**config.mk**
```make
export PLATFORM = sky130hd
export DESIGN_NAME = fixed_object_pool_allocator_flat
export DESIGN_NICKNAME = d
export VERILOG_FILES = /design/src/fopa_pkg.sv /design/src/fopa_cmd_if.sv /design/src/fopa_rsp_if.sv /design/src/fopa_cfg_if.sv /design/src/fixed_object_pool_allocator.sv /design/src/flat_wrapper.sv
export SDC_FILE = /design/constraint.sdc
export NUM_CORES = 2
export LEC_CHECK = 0
export ABC_AREA = 1
export CAP_MARGIN = 20
export CORE_UTILIZATION = 41
export DETAILED_ROUTE_END_ITERATION = 10
export DONT_BUFFER_PORTS = 1
export MAX_ROUTING_LAYER = met4
export PLACE_DENSITY = 0.57
export SETUP_SLACK_MARGIN = 0.3
export SLEW_MARGIN = 10
export SYNTH_ARGS = -nofsm -noshare
export SYNTH_HDL_FRONTEND = slang
export SYNTH_SLANG_ARGS = --single-unit
```
**constraint.sdc**
```tcl
create_clock -name clk -period 38.7 [get_ports clk]
set_input_delay 5.805 -clock clk [delete_from_list [all_inputs] [get_ports clk]]
set_output_delay 5.805 -clock clk [all_outputs]
set_load 0.02 [all_outputs]
```
**src/fopa_pkg.sv**
```systemverilog
// Shared types and codes for the fixed object pool allocator.
// No dependencies; compiled first.

package fopa_pkg;

	typedef enum logic [1:0] {
		CMD_INIT = 2'd0,
		CMD_GET  = 2'd1,
		CMD_PUT  = 2'd2
	} cmd_t;

	typedef enum logic [2:0] {
		ST_OK       = 3'd0,
		ST_EMPTY    = 3'd1,
		ST_SMALL    = 3'd2,
		ST_BADADDR  = 3'd3,
		ST_NOTREADY = 3'd4
	} status_t;

	typedef enum logic [1:0] {
		CFG_POOL_BYTES    = 2'd0,
		CFG_SLOT_BYTES    = 2'd1,
		CFG_VIRTUAL_BASE  = 2'd2,
		CFG_PHYSICAL_BASE = 2'd3
	} cfg_idx_t;

	localparam int SLOT_BYTES_W  = 16;
	localparam int POOL_BYTES_W  = 32;
	localparam int ADDR_W        = 64;
	localparam int MIN_SLOT_BYTES = 8;

endpackage

```
**src/fopa_cmd_if.sv**
```systemverilog
// Command channel: one item per allocator request.
// Uses no package; payload widths are fixed.

interface fopa_cmd_if;
	logic        valid;
	logic        ready;
	logic [1:0]  command;
	logic [63:0] object_address;

	modport source (output valid, command, object_address, input ready);
	modport sink (input valid, command, object_address, output ready);
endinterface

```
**src/fopa_rsp_if.sv**
```systemverilog
// Response channel: one result item per accepted command.
// Uses no package; payload widths are fixed.

interface fopa_rsp_if;
	logic        valid;
	logic        ready;
	logic [2:0]  status;
	logic [63:0] granted_address;
	logic [63:0] granted_physical;

	modport source (output valid, status, granted_address, granted_physical, input ready);
	modport sink (input valid, status, granted_address, granted_physical, output ready);
endinterface

```
**src/fopa_cfg_if.sv**
```systemverilog
// Configuration write channel: register index and write data.
// Uses no package; payload widths are fixed.

interface fopa_cfg_if;
	logic        valid;
	logic        ready;
	logic [1:0]  index;
	logic [63:0] data;

	modport source (output valid, index, data, input ready);
	modport sink (input valid, index, data, output ready);
endinterface

```
**src/fixed_object_pool_allocator.sv**
```systemverilog
// Fixed-size object pool allocator with a LIFO free list of slot links.
// Depends on fopa_pkg and the fopa_cmd_if, fopa_rsp_if, fopa_cfg_if interfaces.
// Timing: one command at a time. A get passes through S_GET_LINK and S_RESP; an unknown
// command or an early error goes straight to S_RESP, and a put whose offset is out of
// range goes through S_PUT_CHK to S_RESP. A put that passes the range check runs one
// restoring-division step per cycle through the shared divider, DIV_W steps (32 while
// MAX_SLOTS is below 65536, else SLOT_W + 16), then S_DIV_END and S_RESP. An init uses
// the same divider for the slot count, then writes one link per cycle into link memory.
// The command port is ready again as soon as the result sits in the output register.

module fixed_object_pool_allocator #(
	parameter int MAX_SLOTS = 256
) (
	input  logic            clk,
	input  logic            arst_n,
	fopa_cmd_if.sink        cmd,
	fopa_rsp_if.source      rsp,
	fopa_cfg_if.sink        cfg
);
	import fopa_pkg::*;

	localparam int SLOT_W = $clog2(MAX_SLOTS + 1);
	localparam int IDX_W  = $clog2(MAX_SLOTS);
	localparam int LIM_W  = SLOT_W + SLOT_BYTES_W;
	localparam int DIV_W  = (LIM_W > POOL_BYTES_W) ? LIM_W : POOL_BYTES_W;
	localparam int CNT_W  = $clog2(DIV_W + 1);
	localparam logic [SLOT_W-1:0] END_MARK = SLOT_W'(MAX_SLOTS);

	typedef enum logic [6:0] {
		S_IDLE     = 7'b0000001,
		S_DIV      = 7'b0000010,
		S_DIV_END  = 7'b0000100,
		S_WALK     = 7'b0001000,
		S_PUT_CHK  = 7'b0010000,
		S_GET_LINK = 7'b0100000,
		S_RESP     = 7'b1000000
	} state_t;

	state_t state_q;
	cmd_t   op_q;
	status_t res_status_q;

	// configuration registers
	logic [POOL_BYTES_W-1:0] pool_bytes_q;
	logic [SLOT_BYTES_W-1:0] slot_bytes_q;
	logic [ADDR_W-1:0]       virtual_base_q;
	logic [ADDR_W-1:0]       physical_base_q;

	// free list state
	logic [SLOT_W-1:0] head_q;
	logic [SLOT_W-1:0] slot_total_q;
	logic              ready_q;
	logic [SLOT_W-1:0] walk_q;

	// shared divider and datapath
	logic [DIV_W-1:0]        div_q;
	logic [SLOT_BYTES_W:0]   rem_q;
	logic [SLOT_BYTES_W-1:0] den_q;
	logic [CNT_W-1:0]        cnt_q;
	logic [LIM_W-1:0]        prod_q;
	logic [ADDR_W-1:0]       off_q;

	logic [SLOT_BYTES_W:0] rem_sh;
	logic                  rem_ge;
	logic [SLOT_BYTES_W:0] rem_nx;
	logic [SLOT_W-1:0]     mul_a;
	logic [SLOT_W-1:0]     walk_nx;
	logic [SLOT_W-1:0]     count_sat;

	// link memory
	logic [SLOT_W-1:0] link_mem [MAX_SLOTS];
	logic [SLOT_W-1:0] link_rd_q;
	logic              mem_we;
	logic [IDX_W-1:0]  mem_wa;
	logic [SLOT_W-1:0] mem_wd;

	// output register
	logic              rsp_valid_q;
	status_t           rsp_status_q;
	logic [ADDR_W-1:0] rsp_va_q;
	logic [ADDR_W-1:0] rsp_pa_q;

	logic cmd_acc;
	logic rsp_free;
	cmd_t cmd_op;

	assign cmd.ready = (state_q == S_IDLE);
	assign cfg.ready = 1'b1;
	assign cmd_acc   = cmd.valid && cmd.ready;
	assign cmd_op    = cmd_t'(cmd.command);
	assign rsp_free  = !rsp_valid_q || rsp.ready;

	assign rsp.valid            = rsp_valid_q;
	assign rsp.status           = rsp_status_q;
	assign rsp.granted_address  = rsp_va_q;
	assign rsp.granted_physical = rsp_pa_q;

	// one restoring-division step
	assign rem_sh = {rem_q[SLOT_BYTES_W-1:0], div_q[DIV_W-1]};
	assign rem_ge = rem_sh >= {1'b0, den_q};
	assign rem_nx = rem_ge ? (rem_sh - {1'b0, den_q}) : rem_sh;

	assign mul_a   = (cmd_op == CMD_GET) ? head_q : slot_total_q;
	assign walk_nx = walk_q + SLOT_W'(1);
	assign count_sat = (div_q >= DIV_W'(MAX_SLOTS)) ? END_MARK : SLOT_W'(div_q);

	always_comb begin
		mem_we = 1'b0;
		mem_wa = walk_q[IDX_W-1:0];
		mem_wd = (walk_nx == slot_total_q) ? END_MARK : walk_nx;
		unique case (state_q)
			S_WALK: begin
				mem_we = 1'b1;
			end
			S_DIV_END: begin
				// push the returned slot when the division left no remainder
				mem_we = (op_q == CMD_PUT) && (rem_q == '0);
				mem_wa = div_q[IDX_W-1:0];
				mem_wd = head_q;
			end
			default: begin
				mem_we = 1'b0;
			end
		endcase
	end

	always_ff @(posedge clk) begin
		if (mem_we) begin
			link_mem[mem_wa] <= mem_wd;
		end
		link_rd_q <= link_mem[head_q[IDX_W-1:0]];
	end

	// configuration registers
	always_ff @(posedge clk or negedge arst_n) begin
		if (!arst_n) begin
			pool_bytes_q    <= '0;
			slot_bytes_q    <= SLOT_BYTES_W'(MIN_SLOT_BYTES);
			virtual_base_q  <= '0;
			physical_base_q <= '0;
		end else if (cfg.valid && cfg.ready) begin
			unique case (cfg_idx_t'(cfg.index))
				CFG_POOL_BYTES:    pool_bytes_q    <= cfg.data[POOL_BYTES_W-1:0];
				CFG_SLOT_BYTES:    slot_bytes_q    <= cfg.data[SLOT_BYTES_W-1:0];
				CFG_VIRTUAL_BASE:  virtual_base_q  <= cfg.data;
				CFG_PHYSICAL_BASE: physical_base_q <= cfg.data;
				default:           pool_bytes_q    <= pool_bytes_q;
			endcase
		end
	end

	// output register handshake: load from S_RESP, drop once taken
	always_ff @(posedge clk or negedge arst_n) begin
		if (!arst_n) begin
			rsp_valid_q <= 1'b0;
		end else if (state_q == S_RESP && rsp_free) begin
			rsp_valid_q <= 1'b1;
		end else if (rsp.ready) begin
			rsp_valid_q <= 1'b0;
		end
	end

	// sequencer and list state
	always_ff @(posedge clk or negedge arst_n) begin
		if (!arst_n) begin
			state_q      <= S_IDLE;
			op_q         <= CMD_INIT;
			res_status_q <= ST_OK;
			head_q       <= END_MARK;
			slot_total_q <= '0;
			ready_q      <= 1'b0;
			walk_q       <= '0;
			cnt_q        <= '0;
		end else begin
			unique case (state_q)
				S_IDLE: begin
					if (cmd_acc) begin
						op_q         <= cmd_op;
						res_status_q <= ST_OK;
						state_q      <= S_RESP;
						cnt_q        <= CNT_W'(DIV_W);
						case (cmd_op)
							CMD_INIT: begin
								if (slot_bytes_q < SLOT_BYTES_W'(MIN_SLOT_BYTES)) begin
									res_status_q <= ST_SMALL;
									ready_q      <= 1'b0;
								end else begin
									state_q <= S_DIV;
								end
							end
							CMD_GET: begin
								if (!ready_q) begin
									res_status_q <= ST_NOTREADY;
								end else if (head_q == END_MARK) begin
									res_status_q <= ST_EMPTY;
								end else begin
									state_q <= S_GET_LINK;
								end
							end
							CMD_PUT: begin
								if (!ready_q) begin
									res_status_q <= ST_NOTREADY;
								end else if (slot_bytes_q == '0) begin
									res_status_q <= ST_BADADDR;
								end else begin
									state_q <= S_PUT_CHK;
								end
							end
							default: begin
								res_status_q <= ST_OK;
							end
						endcase
					end
				end
				S_PUT_CHK: begin
					if (off_q >= ADDR_W'(prod_q)) begin
						res_status_q <= ST_BADADDR;
						state_q      <= S_RESP;
					end else begin
						state_q <= S_DIV;
					end
				end
				S_DIV: begin
					cnt_q <= cnt_q - CNT_W'(1);
					if (cnt_q == CNT_W'(1)) begin
						state_q <= S_DIV_END;
					end
				end
				S_DIV_END: begin
					state_q <= S_RESP;
					if (op_q == CMD_INIT) begin
						slot_total_q <= count_sat;
						ready_q      <= 1'b1;
						walk_q       <= '0;
						if (count_sat == '0) begin
							head_q <= END_MARK;
						end else begin
							head_q  <= '0;
							state_q <= S_WALK;
						end
					end else if (rem_q != '0) begin
						res_status_q <= ST_BADADDR;
					end else begin
						head_q <= SLOT_W'(div_q[IDX_W-1:0]);
					end
				end
				S_WALK: begin
					walk_q <= walk_nx;
					if (walk_nx == slot_total_q) begin
						state_q <= S_RESP;
					end
				end
				S_GET_LINK: begin
					// pop: the link of the old head becomes the new head
					head_q  <= link_rd_q;
					state_q <= S_RESP;
				end
				S_RESP: begin
					if (rsp_free) begin
						state_q <= S_IDLE;
					end
				end
				default: begin
					state_q <= S_IDLE;
				end
			endcase
		end
	end

	// datapath registers
	always_ff @(posedge clk) begin
		if (cmd_acc) begin
			prod_q <= LIM_W'(mul_a) * LIM_W'(slot_bytes_q);
			off_q  <= cmd.object_address - virtual_base_q;
			den_q  <= slot_bytes_q;
			rem_q  <= '0;
			div_q  <= DIV_W'(pool_bytes_q);
		end else if (state_q == S_PUT_CHK) begin
			div_q <= off_q[DIV_W-1:0];
		end else if (state_q == S_DIV) begin
			rem_q <= rem_nx;
			div_q <= {div_q[DIV_W-2:0], rem_ge};
		end
		if (state_q == S_RESP && rsp_free) begin
			rsp_status_q <= res_status_q;
			if (op_q == CMD_GET && res_status_q == ST_OK) begin
				rsp_va_q <= virtual_base_q + ADDR_W'(prod_q);
				rsp_pa_q <= physical_base_q + ADDR_W'(prod_q);
			end else begin
				rsp_va_q <= '0;
				rsp_pa_q <= '0;
			end
		end
	end

	a_busy_after_accept: assert property (@(posedge clk) disable iff (!arst_n)
		cmd.valid && cmd.ready |=> !cmd.ready)
		else $error("command port ready right after an accepted item");

	a_head_in_range: assert property (@(posedge clk) disable iff (!arst_n)
		ready_q && head_q != END_MARK |-> head_q < slot_total_q)
		else $error("free list head outside the slot range");

	a_error_no_address: assert property (@(posedge clk) disable iff (!arst_n)
		rsp_valid_q && rsp_status_q != ST_OK |-> rsp_va_q == '0 && rsp_pa_q == '0)
		else $error("address returned with an error status");

	a_divisor_nonzero: assert property (@(posedge clk) disable iff (!arst_n)
		state_q == S_DIV |-> den_q != '0)
		else $error("divider running with a zero slot size");

	a_walk_bounded: assert property (@(posedge clk) disable iff (!arst_n)
		state_q == S_WALK |-> walk_q < slot_total_q)
		else $error("init walk beyond the slot count");

endmodule
```
**src/flat_wrapper.sv**
```systemverilog
// flat-port wrapper written by rule: the top's interface ports become plain ports
module fixed_object_pool_allocator_flat import fopa_pkg::*;
#(
	parameter int MAX_SLOTS = 256
)
  (clk, arst_n, cmd_valid, cmd_command, cmd_object_address, cmd_ready, rsp_valid, rsp_status, rsp_granted_address, rsp_granted_physical, rsp_ready, cfg_valid, cfg_index, cfg_data, cfg_ready);
  fopa_cmd_if cmd_i ();
  fopa_rsp_if rsp_i ();
  fopa_cfg_if cfg_i ();
  input  logic clk;
  input  logic arst_n;
  input wire logic [$bits(cmd_i.valid)-1:0] cmd_valid;
  input wire logic [$bits(cmd_i.command)-1:0] cmd_command;
  input wire logic [$bits(cmd_i.object_address)-1:0] cmd_object_address;
  output wire logic [$bits(cmd_i.ready)-1:0] cmd_ready;
  output wire logic [$bits(rsp_i.valid)-1:0] rsp_valid;
  output wire logic [$bits(rsp_i.status)-1:0] rsp_status;
  output wire logic [$bits(rsp_i.granted_address)-1:0] rsp_granted_address;
  output wire logic [$bits(rsp_i.granted_physical)-1:0] rsp_granted_physical;
  input wire logic [$bits(rsp_i.ready)-1:0] rsp_ready;
  input wire logic [$bits(cfg_i.valid)-1:0] cfg_valid;
  input wire logic [$bits(cfg_i.index)-1:0] cfg_index;
  input wire logic [$bits(cfg_i.data)-1:0] cfg_data;
  output wire logic [$bits(cfg_i.ready)-1:0] cfg_ready;
  assign cmd_i.valid = cmd_valid;
  assign cmd_i.command = cmd_command;
  assign cmd_i.object_address = cmd_object_address;
  assign cmd_ready = cmd_i.ready;
  assign rsp_valid = rsp_i.valid;
  assign rsp_status = rsp_i.status;
  assign rsp_granted_address = rsp_i.granted_address;
  assign rsp_granted_physical = rsp_i.granted_physical;
  assign rsp_i.ready = rsp_ready;
  assign cfg_i.valid = cfg_valid;
  assign cfg_i.index = cfg_index;
  assign cfg_i.data = cfg_data;
  assign cfg_ready = cfg_i.ready;
  fixed_object_pool_allocator #(.MAX_SLOTS(MAX_SLOTS)) u_core (.clk(clk), .arst_n(arst_n), .cmd(cmd_i), .rsp(rsp_i), .cfg(cfg_i));
endmodule
```
# Yosys cells after proc, flatten, opt, wreduce, memory -nomap -nowiden
# Memory sizes are Yosys's and may differ from the RTL's. A register that Yosys moved wholly into a read port is not among the register bits.
# Index checks and enable logic that the tools add are counted.
[totals] output_inout_bits=134 ramBits=2304 regBits=508 elab_cells=148 n_memories=1 input_bits=137
[mem_list] memory="u_core.link_mem" depth=256 width=9 read_ports=1 rd_clocked_by_memory_dff=1 wr=1 line="fixed_object_pool_allocator.sv:71" text="logic [SLOT_W-1:0] link_mem [MAX_SLOTS];"
[op_classes] eq_ne=28 n_mux=52 add_sub_neg=6 n_mul=1 bitwise_logic=1 magnitude_cmp=4 reduce_logical=34
[ops] operator="$add 64x25->64" n=2
[ops] operator="$mux 32" n=3
[ops] operator="$mux 7" n=12
[ops] operator="$mux 9" n=8
[ops] operator="$ge 64x25->1" n=1
[ops] operator="$sub 64x64->64" n=1
[ops] operator="$pmux 7 s7" n=1
[ops] operator="$pmux 9 s2" n=2
[ops] operator="$ge 32x9->1 const B" n=1
[ops] operator="$mul 9x16->25" n=1
[ops] operator="$pmux 7 s3" n=1
[ops] operator="$reduce_and 2->1" n=10
[ops] operator="$mux 3" n=6
[ops] operator="$pmux 3 s3" n=2
[ops] operator="$ge 17x16->1" n=1
[ops] operator="$logic_not 17->1" n=1
[ops] operator="$mux 17" n=1
[ops] operator="$reduce_bool 17->1" n=1
[ops] operator="$sub 17x16->17" n=1
[ops] operator="$logic_not 16->1" n=1
[ops] operator="$lt 16x4->1 const B" n=1
[ops] operator="$ne 2x1->1 const B" n=6
[ops] operator="$pmux 6 s2" n=1
[ops] operator="$reduce_and 5->1" n=2
[ops] operator="31 further kinds" n=59

# Logic depth before layout (Yosys ltp)
[depth] ltp_word=6 mapped_depth=28 mapped_depth_nobuf=26

# Worst setup path after synthesis
# OpenSTA, ideal clock, no wires.
[synth_timing] kind="reg2reg" start="register u_core.state_q[5]" end="memory u_core.link_mem[0][0] (netlist name) (data pin)" stages_incl_launch_ff=8 t_required_ns=36.512 arrival_time_ns=11.252 slack_ns=25.259 setup_ns=2.188 synth_period_minus_slack_ns=13.441 path_buffers=2 cell_sequence="dfrtp_1 -> nor2_2 -> nand2_1 -> inv_2 -> nand4_2 -> clkbuf_1 -> clkbuf_1 -> o21ai_0"
[synth_via] elab_chain_len=2
[synth_lines] item="from (decl)" line="fixed_object_pool_allocator.sv:39" text="state_t state_q;"
[synth_lines] item="from (signal assigned)" line="fixed_object_pool_allocator.sv:166" text="state_q <= S_IDLE;"
[synth_lines] item="from (signal assigned)" line="fixed_object_pool_allocator.sv:180" text="state_q <= S_RESP;"
[synth_lines] item="from (signal assigned)" line="fixed_object_pool_allocator.sv:188" text="state_q <= S_DIV;"
[synth_lines] item="$eq 7x3->1" line="fixed_object_pool_allocator.sv:111" text="unique case (state_q)"
[synth_lines] item="$mux 9" line="fixed_object_pool_allocator.sv:111"
[synth_lines] item="named net u_core.mem_wd[0]" line="fixed_object_pool_allocator.sv:75" text="logic [SLOT_W-1:0] mem_wd;"
[synth_lines] item="to (decl)" line="fixed_object_pool_allocator.sv:71"
# The timed path passes the listed nets, and every way through them passes these cells.

# Final worst setup path
[layout_timing] start="input cmd_command[0]" end="register u_core.prod_q[20] (data pin)"
[layout_via] elab_chain_len=3
[layout_lines] item="from (decl)" line="flat_wrapper.sv:13" text="input wire logic [$bits(cmd_i.command)-1:0] cmd_command;"
[layout_lines] item="$eq 2x1->1" line="fixed_object_pool_allocator.sv:103" text="assign mul_a = (cmd_op == CMD_GET) ? head_q : slot_total_q;"
[layout_lines] item="$mux 9" line="fixed_object_pool_allocator.sv:103"
[layout_lines] item="$mul 9x16->25" line="fixed_object_pool_allocator.sv:273" text="prod_q <= LIM_W'(mul_a) * LIM_W'(slot_bytes_q);"
[layout_lines] item="to (signal assigned)" line="fixed_object_pool_allocator.sv:273"
[layout_lines] item="to (decl)" line="fixed_object_pool_allocator.sv:60" text="logic [LIM_W-1:0] prod_q;"
# No other way between the ends.
# A chain may end at the register's enable or synchronous reset.

==> out/qor.yml <==
status: "finished clean"
clkPwrFrac: 0.322
hold_viol: 0
cts.htree.levels: 5
required_ns: 39.32
wirelength_mm: 403
viasPerCell: 5.63
power.density_mw_per_mm2: 62.3
post-cts-setup-buffer-count: 0
fmax_ghz: 0.0937
wl_per_cell_um: 24.9
seqPwrFrac: 0.417
synth_compound_area_frac: 0.117
synthFlopType: "edfxtp_1"
ant_nets: 0
critPathBufInv: 6
n_fill_cell: 28600
multi_input_area_sq_mm: 0.0392
vias: 91100
synth_most_common_cell: "edfxtp_1"
hp-class: "reg2reg"
max_slew_margin: 0.239
p_sw_frac: 0.352
hold-worst-slack_ns: 0.489
p_leak_uw: 0.0507
yosysWarnings: 0
synthAdderAreaFrac: 0.0359
first_pass_iters: 7
die_x_um: 560
grt_max_degree: 224
cts_max_path_buffers: 4
synthMuxAreaShare: 0.000235
start_util: 0.413
max_stage_delay_ns: 0.56
crit_top_cell: "inv_1"
drive_gt1_frac: 0.0523
num_rows: 204
comb_power_share: 0.261
max_cap_violations: 0
worstPathMaxFanout: 18
cp.depth: 22
cts_root_buffer: "clkbuf_16"
fin_nets: 12300
core-area_sq_mm: 0.309
rsz0062_at_grt: "false"
first_global_vias: 88200
cts_made_buffers: 307
clock_latency_ns: 0.91
syn_to_final_growth_pct: 10.9
syn_nets: 12400
grt_pass1_wl_mm: 591
die-area_sq_mm: 0.314
vdd.ir_drop.worst_mv: 0.116
synth_xor_xnor_area_share: 0.00604
period_needed_ns: 10.67
path_cells: "inv_1, nor2_1, inv_1, nand2_1, o21ai_0, inv_1, nand2_1, fa_1, inv_1, fa_1, fa_1, inv_1, fa_1, inv_1, ha_1, nand2_1, nor4_1, a21oi_1, o21ai_0, nand2_1, nand2_1, xor2_1"
maxSlewViolCount: 0
synth_edf_count: 2572
antenna_found_initial: 30
p_switching_uw: 3110
cts_tree: "yes"
cp_top_family: "adder cells"
clock_skew_ns: 0.0448
yosysTopAreaCellShare: 0.605
ys_seq_elements: 2821
synth_top_area_cell: "edfxtp_1"
grt_overflow: 0
cts_resized: 0
power.internal_uw: 5720
drc_errors: 0
rr_worst_depth: 18
finalCritPeriodShare: 0.276
start_kind: "primary input"
synth_area_sq_mm: 0.128
worstMarginPinSlew_ns: 1.14
track_usage: 0.258
ys_types: 48
place_ws_ns: 27.16
ctsHoldBuffers: 0
register_area_sq_mm: 0.0834
clkTransAtPathRegs_ns: 0.06
synth_top_family_by_area: "simple AND/OR/NAND/NOR gates"
synth_area_leaders: "edfxtp_1 (60%), nor2_1 (6.8%), o21ai_0 (6.3%)"
fin_tns_setup_ns: 0
synth_common_cells: "edfxtp_1 (2572), nor2_1 (2307), o21ai_0 (1603), nand2_1 (1524), inv_1 (789)"
cp-end-kind: "flip-flop"
worst_ep_arrival_time_ns: 11.29
boundaryPins: 271
cts_sinks: 2821
synth_cells: 12000
async_reset_ff_frac: 0.0790
portBuffers: 0
hold_depth: 2
path_class: "in2reg"
setup_slack_ns: 28.03
synth-seq-area-share: 0.653
critPathSlowestCell: "inv_1"
dpl.hpwl_mm: 257
place.gp.congestion: 0.949
setup_viol: 0
synth-simple-area-share: 0.146
drtIter0Drc: 10100
fp.dieH_um: 560
syn_avg_cell_area_sq_um: 10.7
[power by group through the flow]
stage	registers (uW)	logic, uW	clock network (uW)
after CTS	3680	2290	2890
after global placement	3740	2270	0
after detailed placement	3740	2280	0
after floorplan	3660	1450	0
final	3680	2300	2840
after global routing	3690	2520	3000
[final cells by class]
class | count | area share
flip-flops and latches | 2821 | 0.589
inverters | 802 | 0.0214
diodes | 25 | 0.000442
well taps | 4120 | 0.0364
multi-input cells | 7747 | 0.277
clock buffers | 391 | 0.0585
clock inverters | 165 | 0.00954
repair buffers | 130 | 0.00825
[state kept, by name, summed over array words and instances, names as in the netlist, 16 cells and up]
name	cells
u_core.pool_bytes_q	32
u_core.prod_q	25
u_core.rem_q	17
u_core.den_q	16
u_core.slot_bytes_q	16
u_core.rsp.granted_physical	64
u_core.virtual_base_q	64
u_core.physical_base_q	64
u_core.rsp.granted_address	64
u_core.div_q	32
u_core.link_mem	2304
u_core.off_q	64
[cell usage in the layout (no fill, tap or decap), types with 31 or more instances in the layout]
master        n
nor3_1       91
ha_1        202
o21a_1       31
a21oi_1     445
nand4_1      90
fa_1        103
o22ai_1     209
o211ai_1    288
inv_1       787
edfxtp_1   2572
nand3_1     543
o21ai_0    1595
dfrtp_1     214
a31oi_1      54
xor2_1       63
nor2_1     2301
clkinv_1     68
clkinv_2     52
buf_4       112
nand2_1    1516
clkbuf_16   318
clkbuf_1     68
[per-stage QoR]
stage	utilization	instance area (sq um)	power (uW)	instances
after detailed placement	0.426	132000	6020	15600
after CTS	0.457	141000	8860	16200
after floorplan	-	128000	5100	12000
final	0.458	142000	8830	16200
after global placement	0.426	132000	6010	15600
after global routing	0.458	142000	9210	16200
[worst min-delay path: stages, from the launching register on]
cell     delay, ns
dfrtp_1       0.34
nand2_1       0.05
o21ai_0       0.06
[kinds of logic after synthesis]
group                      count (synthesis)
AOI/OAI and AO/OA                       2709
buffers and inverters                   1412
adders and majority gates                305
and+or+nand+nor                         4641
xor gates and xnor gates                  88
muxes                                      3
DFF                                     2821
other                                      1
[routing by layer]
metal | GRT usage | up-vias | share of wire
li1 | - | 41700 | -
met4 | 0.0754 | 0 | 0.030
met5 | - | - | 0
met2 | 0.406 | 3564 | 0.47
met1 | 0.348 | 45200 | 0.43
met3 | 0.0396 | 610 | 0.073
[path summary, 6_finish.rpt]
check | to | slack [ns] | from
worst max-delay path | u_core.prod_q[20]$_DFFE_PP_ | 28.03 | cmd_command[0]
worst min-delay path | u_core.physical_base_q[20]$_DFFE_PN0P_ | 0.49 | u_core.physical_base_q[20]$_DFFE_PN0P_
worst max register to register | u_core.prod_q[20]$_DFFE_PP_ | 32.54 | u_core.head_q[1]$_DFFE_PN0P_
worst min register to register | u_core.physical_base_q[20]$_DFFE_PN0P_ | 0.49 | u_core.physical_base_q[20]$_DFFE_PN0P_
max in group asynchronous | u_core.head_q[1]$_DFFE_PN0P_ | 33.50 | arst_n
min in group asynchronous | u_core.physical_base_q[56]$_DFFE_PN0P_ | 4.61 | arst_n
No activity file was read; power rests on OpenSTA's default activity.
